### src/rtl/toeplitz_quadratic_form_diag_defines.svh
// Assertion macros for the quadratic form diagonal RTL.
// Depends on nothing; included by modules that carry concurrent checks.
`ifndef TOEPLITZ_QUADRATIC_FORM_DIAG_DEFINES_SVH
`define TOEPLITZ_QUADRATIC_FORM_DIAG_DEFINES_SVH

// Same-cycle implication, disabled while reset is held.
`define TQF_ASSERT_NOW(label, clk, rst_n, ante, cons, msg) \
    label: assert property (@(posedge clk) disable iff (!(rst_n)) (ante) |-> (cons)) \
        else $error(msg);

// Next-cycle implication, disabled while reset is held.
`define TQF_ASSERT_NEXT(label, clk, rst_n, ante, cons, msg) \
    label: assert property (@(posedge clk) disable iff (!(rst_n)) (ante) |=> (cons)) \
        else $error(msg);

`endif

### src/rtl/tqf_pkg.sv
// Types, widths and pair tables for the quadratic form diagonal block.
// Depends on nothing; imported by the interfaces and every module of the block.
`timescale 1ns / 1ps
`default_nettype none

package tqf_pkg;

    localparam int TAPS   = 4;
    localparam int NPAIR  = TAPS * (TAPS - 1) / 2;
    localparam int NLANE  = TAPS + NPAIR;

    localparam int W_W    = 18;
    localparam int POS_W  = 10;
    localparam int T_W    = 32;
    localparam int TW_W   = T_W + W_W;
    localparam int PROD_W = TW_W + W_W;
    localparam int ACC_W  = 72;
    localparam int OUT_W  = 48;
    localparam int RND_SH = 32;
    localparam int GRP    = 4;
    localparam int NGRP   = (NLANE + GRP - 1) / GRP;

    typedef logic signed [W_W-1:0]    t_weight;
    typedef logic [POS_W-1:0]         t_pos;
    typedef logic signed [T_W-1:0]    t_tval;
    typedef logic signed [TW_W-1:0]   t_tw;
    typedef logic signed [PROD_W-1:0] t_prod;
    typedef logic signed [ACC_W-1:0]  t_acc;
    typedef logic signed [OUT_W-1:0]  t_out;

    typedef struct packed {
        logic  en;
        t_pos  addr;
        t_tval data;
    } t_tbl_wr;

    localparam t_acc RND_HALF    = {{(ACC_W-RND_SH){1'b0}}, 1'b1, {(RND_SH-1){1'b0}}};
    localparam t_acc ACC_OUT_MAX = {{(ACC_W-OUT_W+1){1'b0}}, {(OUT_W-1){1'b1}}};
    localparam t_acc ACC_OUT_MIN = {{(ACC_W-OUT_W+1){1'b1}}, {(OUT_W-1){1'b0}}};

    // First tap of off-diagonal pair idx, pairs ordered (0,1),(0,2),...,(1,2),...
    function automatic int pair_a(input int idx);
        int n;
        int res;
        n   = 0;
        res = 0;
        for (int j = 0; j < TAPS; j++) begin
            for (int k = j + 1; k < TAPS; k++) begin
                if (n == idx) begin
                    res = j;
                end
                n++;
            end
        end
        return res;
    endfunction

    // Second tap of off-diagonal pair idx.
    function automatic int pair_b(input int idx);
        int n;
        int res;
        n   = 0;
        res = 0;
        for (int j = 0; j < TAPS; j++) begin
            for (int k = j + 1; k < TAPS; k++) begin
                if (n == idx) begin
                    res = k;
                end
                n++;
            end
        end
        return res;
    endfunction

endpackage

`default_nettype wire

### src/rtl/tqf_lane.sv
// One product lane: table value times two weights, two registered multiplies.
// Depends on tqf_pkg.
`timescale 1ns / 1ps
`default_nettype none

module tqf_lane
    import tqf_pkg::*;
(
    input  logic    i_clk,
    input  logic    i_en,
    input  t_tval   i_t,
    input  t_weight i_wa,
    input  t_weight i_wb,
    output t_prod   o_term
);

    t_tw     w_tw;
    t_prod   w_prod;
    t_tw     r_tw;
    t_weight r_wb;
    t_prod   r_term;

    assign w_tw   = TW_W'(i_t) * TW_W'(i_wa);
    assign w_prod = PROD_W'(r_tw) * PROD_W'(r_wb);

    always_ff @(posedge i_clk) begin
        if (i_en) begin
            r_tw   <= w_tw;
            r_wb   <= i_wb;
            r_term <= w_prod;
        end
    end

    assign o_term = r_term;

endmodule

`default_nettype wire

### config.mk
export PLATFORM = sky130hd
export DESIGN_NAME = tqf_lane
export DESIGN_NICKNAME = d
export VERILOG_FILES = /design/src/rtl/toeplitz_quadratic_form_diag_defines.svh /design/src/rtl/tqf_pkg.sv /design/src/rtl/tqf_lane.sv
export SDC_FILE = /design/constraint.sdc
export NUM_CORES = 2
export LEC_CHECK = 0
export ABC_AREA = 1
export BUFFER_PORTS_ARGS = -buffer_cell sky130_fd_sc_hd__buf_2
export CAP_MARGIN = 20
export CORE_MARGIN = 3
export CORE_UTILIZATION = 40
export CTS_BUF_LIST = sky130_fd_sc_hd__clkbuf_2 sky130_fd_sc_hd__clkbuf_4 sky130_fd_sc_hd__clkbuf_8
export DETAILED_ROUTE_END_ITERATION = 6
export PLACE_DENSITY = 0.65
export SYNTH_ARGS = -nofsm -noshare
export SYNTH_HDL_FRONTEND = slang
export SYNTH_SLANG_ARGS = --single-unit
### constraint.sdc
create_clock -name i_clk -period 15.4 [get_ports i_clk]
set_clock_uncertainty 0.05 [all_clocks]
set_input_delay 1.54 -clock i_clk [delete_from_list [all_inputs] [get_ports i_clk]]
set_output_delay 1.54 -clock i_clk [all_outputs]
set_load 0.01 [all_outputs]
==> qor.txt <==
DRT antenna net count = 0
Max clock buf depth = 2
count of cell types in the netlist = 33
H-Tree Depth = 4
placed cell count = 9,305
DR pass1 iterations = 6
Final Hold Fails = 0
global route overflow = 0
Top FF cell, synth = edfxtp_1
most common cell in the netlist = inv_1
Final Critical Period = 7.54 ns
Num CTS Buffers = 17
hold_ws = 0.878 ns
Remaining DRCs = 0
Max Slew Vio Count = 0
IO buf count = 137
Die H = 387 um
most frequent cells after synthesis = 2,453 x inv_1, 2,295 x nand2_1, 1,394 x fa_1
final period utilization = 0.490
post-CTS setup buffer count = 0
Top delay family on crit path = adder cells
final wirelength = 164 mm
Mapped Cells = 7,565
vias in the first global route = 49,900
clock latency at the later pin of the worst-skew pair = 0.56 ns
synth warn = 0
layout cell share with drive strength beyond 1 = 0.0344
Initial DRC Count = 2,984
worst path required time = 15.65 ns
io pins = 138
row cnt = 139
clock slew at reported path FFs = 0.09 ns
largest net degree at the start of global routing = 83
Hold Path Class = flop to flop
Die X-Extent = 387 um
Layout area overhead = 4.26%
Synth area leader = fa_1
Gates resized, CTS repair = 0
final setup violation count = 0
first-pass GRT wire length = 269 mm
buffer and inverter count on the worst path = 4
critical path class = input pin to flop
FILL cells = 14,600
FFs w/ async S/R, synth = 0
Mapped Nets = 9,307
Total GRT Usage = 0.227
hpwl dp = 131 mm
CP max-delay cell = buf_2
root buffer cell = clkbuf_8
slew margin rel. = 0.259
synthesized flop and latch total = 136
die area = 150,000 um2
top-area cell type share of the netlist area = 0.480
core area = 144,000 um2
sequential area share after synthesis = 0.0702
Routed WL per cell = 17.5 um
Post-synth EDFFs = 136
via-per-instance ratio = 4.86
CTS tree = yes
vias after detailed routing = 45,400
total negative slack = 0 ns
CP peak stage delay = 0.67 ns
Final Util = 0.421
CP arrival = 7.79 ns
antenna violations before repair = 1
Mapped Avg Cell Area = 7.69 um2
clock net sink count = 136
Final Non-Filler Cells = 9,342
Max-Cap Viols = 0
Synth Cell Area = 58,200 um2
RD Place Congestion = 0.941
CTS Hold Buffers Added = 0
CP startpoint kind = input pin
Tightest Pin Transition = 1.11 ns
Crit. End Element = flop
dominant cells by area after synthesis = fa_1 48%, inv_1 16%, nand2_1 15%
Nets = 9,163
RSZ-0062 raised after global routing = false
largest fanout on the critical path = 32
most used cell, CP = fa_1
Peak Freq = 133 MHz
initial core utilization = 0.404
Cell Chain, Critical Path = buf_2 -> nand2_1 -> inv_1 -> fa_1 -> fa_1 -> ha_1 -> fa_1 -> fa_1 -> inv_1 -> fa_1 -> inv_1 -> ha_1 -> nand2_1 -> nor2_1 -> nand2_1 -> nor3_1 -> nand3_1 -> nand4_1 -> nand2_1
outcome = complete, no violations
[kinds of logic after synthesis]
family | synth area share
compound gates | 0.0145
xor+xnor | 0.00994
fa+ha+maj | 0.540
buf+inv | 0.180
flops | 0.0702
simple gates | 0.186
[path summary, 6_finish.rpt]
path / slack (ns) / cells past startpoint / to / startpoint
setup / recovery: 7.86 / 19 / r_tw[39] / i_wa[1]
hold / removal: 0.88 / 3 / o_term[0] / r_tw[0]
setup reg to reg: 8.00 / 23 / o_term[60] / r_wb[1]
hold reg to reg: 0.88 / 3 / o_term[0] / r_tw[0]
[worst reg2reg max path: stages (launching register included)]
cell      delay [ns]
edfxtp_1        1.01
buf_4           0.58
nand2_1         0.13
inv_1           0.14
fa_1            0.56
fa_1            0.54
ha_1            0.72
inv_1           0.18
fa_1            0.51
inv_1           0.05
fa_1            0.52
inv_1           0.05
fa_1            0.47
inv_1           0.04
ha_1            0.38
nand2_1         0.10
nand2_1         0.10
nand2_1         0.07
nand3_1         0.09
or2_2           0.31
nor2_1          0.31
nand3_1         0.12
nand2_1         0.07
nand2_1         0.04
[sequential cells by signal, summed over array words and instances (netlist names)]
| name | flops |
|---|---|
| r_wb | 18 |
| r_tw | 50 |
| o_term | 68 |
[metrics by stage]
step           setup WS, ns  cell area [um2]
6_report               7.86            60600
5_1_grt                7.60            60600
4_1_cts                8.05            60600
3_5_place_dp           7.39            60200
3_3_place_gp           7.43            60200
2_1_floorplan          8.40            58200
[cells in the final DEF, fill, tap and decap left out, types with 15 or more instances in the layout]
| cell | synthesis | final |
|---|---|---|
| nand3_1 | 123 | 123 |
| inv_1 | 2453 | 2452 |
| buf_4 | 0 | 25 |
| nand2_1 | 2295 | 2295 |
| nor3_1 | 15 | 15 |
| ha_1 | 278 | 278 |
| clkbuf_8 | 0 | 17 |
| nand2_2 | 15 | 15 |
| o21ai_0 | 25 | 25 |
| edfxtp_1 | 136 | 136 |
| buf_2 | 0 | 136 |
| xor2_1 | 53 | 53 |
| nor2_2 | 19 | 19 |
| a21oi_1 | 97 | 97 |
| o21bai_1 | 19 | 19 |
| nand4_1 | 33 | 33 |
| nor2_1 | 222 | 222 |
| fa_1 | 1394 | 1394 |
[final cells by class]
cell class | instances | area, um2 | share of cell area
Multi-Input combinational cell | 4646 | 43600 | 0.719
Tap cell | 1903 | 2380 | 0.0393
Timing Repair Buffer | 162 | 880 | 0.0145
Clock inverter | 15 | 190 | 0.00314
Antenna cell | 5 | 12.5 | 0.000206
Sequential cell | 136 | 4080 | 0.0674
Inverter | 2458 | 9230 | 0.152
Clock buffer | 17 | 234 | 0.00386
[per-layer routing]
layer  wire, um  global-route usage
met1      68300               0.294
met2      81400               0.401
met3       9020              0.0224
met4       4980              0.0691
met5          0                   0
Power is left out: the tool's default activity adds up to more than one toggle a clock period on the data nets, which glitch-free logic cannot reach.
