`config.mk`:
```
export PLATFORM = sky130hd
export DESIGN_NAME = tqf_merge
export DESIGN_NICKNAME = d
export VERILOG_FILES = /design/src/rtl/toeplitz_quadratic_form_diag_defines.svh /design/src/rtl/tqf_pkg.sv /design/src/rtl/tqf_merge.sv
export SDC_FILE = /design/constraint.sdc
export NUM_CORES = 1
export LEC_CHECK = 0
export ABC_AREA = 1
export BUFFER_PORTS_ARGS = -buffer_cell sky130_fd_sc_hd__buf_2
export CAP_MARGIN = 10
export CELL_PAD_IN_SITES_DETAIL_PLACEMENT = 1
export CELL_PAD_IN_SITES_GLOBAL_PLACEMENT = 2
export CORE_ASPECT_RATIO = 1.4
export CORE_UTILIZATION = 32
export CTS_CLUSTER_SIZE = 14
export DETAILED_ROUTE_END_ITERATION = 8
export GPL_TIMING_DRIVEN = 0
export PLACE_DENSITY = 0.92
export SETUP_SLACK_MARGIN = 0.4
export SLEW_MARGIN = 20
export SYNTH_ARGS = -nofsm -noshare
export SYNTH_HDL_FRONTEND = slang
export SYNTH_SLANG_ARGS = --single-unit
```
`constraint.sdc`:
```
create_clock -name i_clk -period 5.11 [get_ports i_clk]
set_clock_uncertainty 0.1 [all_clocks]
set_input_delay 0.7665 -clock i_clk [delete_from_list [all_inputs] [get_ports i_clk]]
set_output_delay 0.7665 -clock i_clk [all_outputs]
set_load 0.05 [all_outputs]
```
`src/rtl/toeplitz_quadratic_form_diag_defines.svh`:
```
// Assertion macros for the quadratic form diagonal RTL.
// Depends on nothing; included by modules that carry concurrent checks.
`ifndef TOEPLITZ_QUADRATIC_FORM_DIAG_DEFINES_SVH
`define TOEPLITZ_QUADRATIC_FORM_DIAG_DEFINES_SVH

// Same-cycle implication, disabled while reset is held.
`define TQF_ASSERT_NOW(label, clk, rst_n, ante, cons, msg) \
    label: assert property (@(posedge clk) disable iff (!(rst_n)) (ante) |-> (cons)) \
        else $error(msg);

// Next-cycle implication, disabled while reset is held.
`define TQF_ASSERT_NEXT(label, clk, rst_n, ante, cons, msg) \
    label: assert property (@(posedge clk) disable iff (!(rst_n)) (ante) |=> (cons)) \
        else $error(msg);

`endif

```
`src/rtl/tqf_pkg.sv`:
```
// Types, widths and pair tables for the quadratic form diagonal block.
// Depends on nothing; imported by the interfaces and every module of the block.
`timescale 1ns / 1ps
`default_nettype none

package tqf_pkg;

    localparam int TAPS   = 4;
    localparam int NPAIR  = TAPS * (TAPS - 1) / 2;
    localparam int NLANE  = TAPS + NPAIR;

    localparam int W_W    = 18;
    localparam int POS_W  = 10;
    localparam int T_W    = 32;
    localparam int TW_W   = T_W + W_W;
    localparam int PROD_W = TW_W + W_W;
    localparam int ACC_W  = 72;
    localparam int OUT_W  = 48;
    localparam int RND_SH = 32;
    localparam int GRP    = 4;
    localparam int NGRP   = (NLANE + GRP - 1) / GRP;

    typedef logic signed [W_W-1:0]    t_weight;
    typedef logic [POS_W-1:0]         t_pos;
    typedef logic signed [T_W-1:0]    t_tval;
    typedef logic signed [TW_W-1:0]   t_tw;
    typedef logic signed [PROD_W-1:0] t_prod;
    typedef logic signed [ACC_W-1:0]  t_acc;
    typedef logic signed [OUT_W-1:0]  t_out;

    typedef struct packed {
        logic  en;
        t_pos  addr;
        t_tval data;
    } t_tbl_wr;

    localparam t_acc RND_HALF    = {{(ACC_W-RND_SH){1'b0}}, 1'b1, {(RND_SH-1){1'b0}}};
    localparam t_acc ACC_OUT_MAX = {{(ACC_W-OUT_W+1){1'b0}}, {(OUT_W-1){1'b1}}};
    localparam t_acc ACC_OUT_MIN = {{(ACC_W-OUT_W+1){1'b1}}, {(OUT_W-1){1'b0}}};

    // First tap of off-diagonal pair idx, pairs ordered (0,1),(0,2),...,(1,2),...
    function automatic int pair_a(input int idx);
        int n;
        int res;
        n   = 0;
        res = 0;
        for (int j = 0; j < TAPS; j++) begin
            for (int k = j + 1; k < TAPS; k++) begin
                if (n == idx) begin
                    res = j;
                end
                n++;
            end
        end
        return res;
    endfunction

    // Second tap of off-diagonal pair idx.
    function automatic int pair_b(input int idx);
        int n;
        int res;
        n   = 0;
        res = 0;
        for (int j = 0; j < TAPS; j++) begin
            for (int k = j + 1; k < TAPS; k++) begin
                if (n == idx) begin
                    res = k;
                end
                n++;
            end
        end
        return res;
    endfunction

endpackage

`default_nettype wire

```
`src/rtl/tqf_merge.sv`:
```
// Merge stage: doubles off-diagonal terms, sums all lanes in a registered
// tree, rounds to 24 fraction bits and saturates. Depends on tqf_pkg.
`timescale 1ns / 1ps
`default_nettype none

module tqf_merge
    import tqf_pkg::*;
(
    input  logic  i_clk,
    input  logic  i_en,
    input  t_prod i_term [NLANE],
    output t_out  o_diag,
    output logic  o_sat
);

    t_acc w_scaled [NLANE];
    t_acc w_grp    [NGRP];
    t_acc r_grp    [NGRP];
    t_acc r_total;
    t_acc w_total;
    t_acc w_rnd;
    t_acc w_sh;
    t_acc w_clip;
    logic w_sat;
    t_out r_diag;
    logic r_sat;

    // Off-diagonal lanes stand for both (j,k) and (k,j).
    for (genvar l = 0; l < NLANE; l++) begin : g_scale
        if (l < TAPS) begin : g_diag
            assign w_scaled[l] = ACC_W'(i_term[l]);
        end else begin : g_pair
            assign w_scaled[l] = ACC_W'(i_term[l]) <<< 1;
        end
    end

    always_comb begin
        int idx;
        for (int g = 0; g < NGRP; g++) begin
            w_grp[g] = '0;
            for (int i = 0; i < GRP; i++) begin
                idx = g * GRP + i;
                if (idx < NLANE) begin
                    w_grp[g] = w_grp[g] + w_scaled[idx];
                end
            end
        end
    end

    always_comb begin
        w_total = '0;
        for (int g = 0; g < NGRP; g++) begin
            w_total = w_total + r_grp[g];
        end
    end

    // Round half up, then clip to the output range.
    assign w_rnd = r_total + RND_HALF;
    assign w_sh  = w_rnd >>> RND_SH;

    always_comb begin
        w_clip = w_sh;
        w_sat  = 1'b0;
        if (w_sh > ACC_OUT_MAX) begin
            w_clip = ACC_OUT_MAX;
            w_sat  = 1'b1;
        end else if (w_sh < ACC_OUT_MIN) begin
            w_clip = ACC_OUT_MIN;
            w_sat  = 1'b1;
        end
    end

    always_ff @(posedge i_clk) begin
        if (i_en) begin
            r_grp   <= w_grp;
            r_total <= w_total;
            r_diag  <= w_clip[OUT_W-1:0];
            r_sat   <= w_sat;
        end
    end

    assign o_diag = r_diag;
    assign o_sat  = r_sat;

endmodule

`default_nettype wire

```
==> flow_summary.json <==
{
  "status": "completed",
  "hold_viol_final": 0,
  "fillCellCount": 16300,
  "cts_resized": 0,
  "cp-start-kind": "input port",
  "critPathCaptureType": "register",
  "clk_latency_ns": 0.59,
  "max-clock-path-buffers": 3,
  "p_per_area_mw_per_mm2": 598.8,
  "syn2layout_area_growth_pct": 16.42,
  "netlist_area_mm2": 0.04060,
  "grt_max_degree": 110,
  "muxShareOfSynthArea_pct": 0,
  "antenna_found_initial": 1,
  "via_count": 39780,
  "synth_top_family_by_area": "adder cells",
  "dieArea_mm2": 0.1283,
  "synth_warnings": 0,
  "leakage_nw": 24.00,
  "hold_ws_ns": 0.4820,
  "synth-seq-cells": 293,
  "start_util_pct": 32.27,
  "hold_path.class": "reg2reg",
  "portBuffers": 730,
  "die_w_um": 303.0,
  "arrival_ns": 4.65,
  "synth_ff_type": "edfxtp_1",
  "place_area_mm2": 0.04637,
  "holdBufCountCts": 0,
  "synthAdderAreaFrac_pct": 25.50,
  "layout.nets": 7840,
  "place_congestion": 0.9631,
  "drc": 0,
  "cts_tree": "done",
  "synth-edff-count": 293,
  "cts.sinks": 293,
  "tritoncts.num_buffers": 31,
  "dr.pass1.iters": 5,
  "grt_pass1_wl_um": 252300,
  "synth-simple-area-share_pct": 22.80,
  "yosysSeqAreaShare_pct": 21.67,
  "yosys-top-cells-area": "edfxtp_1 22%, fa_1 17%, inv_1 14%",
  "first_global_vias": 42950,
  "setup_viol": 0,
  "drtIter0Drc": 1941,
  "ys_types": 41,
  "cp_max_fo": 4,
  "htree_num_levels": 1,
  "dp_hpwl_um": 158300,
  "synth-async-reset-ratio_pct": 0,
  "cap_viol_max_count": 0,
  "worstSetupPathType": "in2reg",
  "routedWlPerCell_um": 21.01,
  "synthesis.nets": 7075,
  "drive_gt1_share_pct": 12.22,
  "die_y_um": 423.4,
  "diodes": 0,
  "synth_compound_area_share_pct": 11.98,
  "ir_worst_vdd_mv": 0.3647,
  "postSynthCellCount": 5772,
  "ios": 731,
  "placementRows": 154,
  "period_needed_ns": 4.376,
  "cts_root_buffer": "clkbuf_16",
  "maxSlewViolCount": 0,
  "viasPerCell": 4.855,
  "yosysMostFrequentCell": "inv_1",
  "rsz0062_at_grt": "no",
  "cp.required_ns": 5.39,
  "yosysTopAreaCell": "edfxtp_1",
  "routed_wl_um": 172200,
  "grt_remaining_overflow": 0,
  "cts.clk_slew.worst_paths_ns": 0.06,
  "fmax_mhz": 228.5,
  "synth_common_cells": "1506 x inv_1, 1158 x nand2_1, 732 x nor2_1",
  "avgSynthCellArea_um2": 7.034,
  "synth_xor_xnor_area_share_pct": 3.970,
  "cts_setup_buffers": 0,
  "grt_usage_pct": 26.38,
  "synth.top_cell.area_share_pct": 21.67,
  "ant_nets": 0,
  "fp.coreArea_mm2": 0.1258,
  "worst_pin_slew_ns": 0.7729,
  "fin_crit_sh_pct": 85.63,
  "worst-r2r-setup-slack_ns": 1.55,
  "relSlewSlack_pct": 47.93,
  "final_area_mm2": 0.04726
}
final cells by class:
| cell class | instances | area (um2) | area share, % |
|---|---|---|---|
| multi-input combinational | 3965 | 26090 | 55.20 |
| inverter | 1506 | 5653 | 11.96 |
| tap | 1638 | 2049 | 4.336 |
| timing repair buffer | 732 | 3719 | 7.868 |
| sequential | 293 | 8798 | 18.62 |
| clock inverter | 14 | 95.09 | 0.2012 |
| clock buffer | 38 | 802.0 | 1.697 |
| buffer | 8 | 56.30 | 0.1191 |
path summary, 6_finish.rpt:
check | endpoint | startpoint | cells after the start
worst min register to register | o_diag[3] | r_total[35] | 2
worst min-delay path | o_diag[3] | r_total[35] | 2
worst max register to register | r_total[71] | r_grp[37] | 11
worst max-delay path | r_grp[189] | i_term[409] | 18
through the flow:
| stage | TNS (ns) | power (mW) | utilization [%] | setup WS, ns | instances |
|---|---|---|---|---|---|
| after global routing | 0 | 30.52 | 37.56 | 0.5781 | 8194 |
| final | 0 | 28.30 | 37.56 | 0.7344 | 8194 |
| after detailed placement | 0 | 26.19 | 36.85 | 0.2177 | 8142 |
| after floorplan | 0 | 17.77 | - | 1.292 | 5772 |
| after global placement | -198.76 | 25.83 | 36.80 | -0.7224 | 8140 |
| after CTS | 0 | 28.37 | 37.56 | 0.8337 | 8194 |
kinds of logic (layout without fill, tap and decap cells):
group	after synthesis	in the layout
buffers and inverters	1514	2298
adder cells (fa/ha/maj)	621	621
flip-flops	293	293
AND/OR/NAND/NOR	2283	2283
other	1	1
XOR/XNOR	184	184
AO/OA/AOI/OAI	876	876
registers in the layout (all words and copies together), names as in the netlist:
signal	flops
r_grp	210
o_sat	1
r_total	41
o_diag	41
power breakdown:
part | switching [mW] | internal [mW] | leakage, nW | total (mW)
Combinational | 14.5 | 6.36 | 20.7 | 20.9
Sequential | 1.02 | 4.33 | 2.87 | 5.35
Clock | 0.924 | 1.15 | 0.442 | 2.07
Total | 16.5 | 11.8 | 24.0 | 28.3
critical path: stages:
cell	delay (ns)
buf_2	0.08
inv_1	0.05
fa_1	0.56
fa_1	0.46
inv_1	0.08
ha_1	0.21
inv_1	0.07
fa_1	0.40
inv_1	0.13
nand3_1	0.08
nand2_1	0.20
nand2_1	0.08
nand3_1	0.17
a21oi_1	0.17
o21ai_1	0.62
nand2_1	0.13
nand2_1	0.11
xor2_1	0.30
metal layers:
metal / global-route usage [%] / vias to the layer above / routed length, um
li1: - / 19390 / -
met1: 29.48 / 19140 / 66710
met2: 50.33 / 985 / 91080
met3: 1.750 / 258 / 5639
met4: 11.48 / 2 / 8719
met5: 0 / - / 14
cell usage in the layout (no fill, tap or decap), types with 2 or more instances in the layout:
master / count
inv_1: 1506
nand2_1: 1158
nor2_1: 732
buf_2: 729
a21oi_1: 414
fa_1: 344
edfxtp_1: 293
ha_1: 277
o21ai_0: 252
nand3_1: 212
xor2_1: 147
nor3_1: 66
o21bai_1: 56
a21o_1: 50
nand4_1: 44
xnor2_1: 37
clkbuf_16: 31
o21a_1: 30
nor4_1: 29
a21boi_0: 25
a31oi_1: 19
nand3b_1: 12
o21ai_1: 12
and2_1: 8
clkbuf_1: 8
o211ai_1: 7
buf_4: 7
o21ai_2: 6
clkinv_1: 6
nand2_2: 5
and3_1: 5
clkinv_2: 5
a211oi_1: 2
or2_2: 2
a21oi_2: 2
nand3_2: 2
nor2_2: 2
inv_6: 2
buf_16: 2
Note: power is estimated with default switching activity, not from simulation.
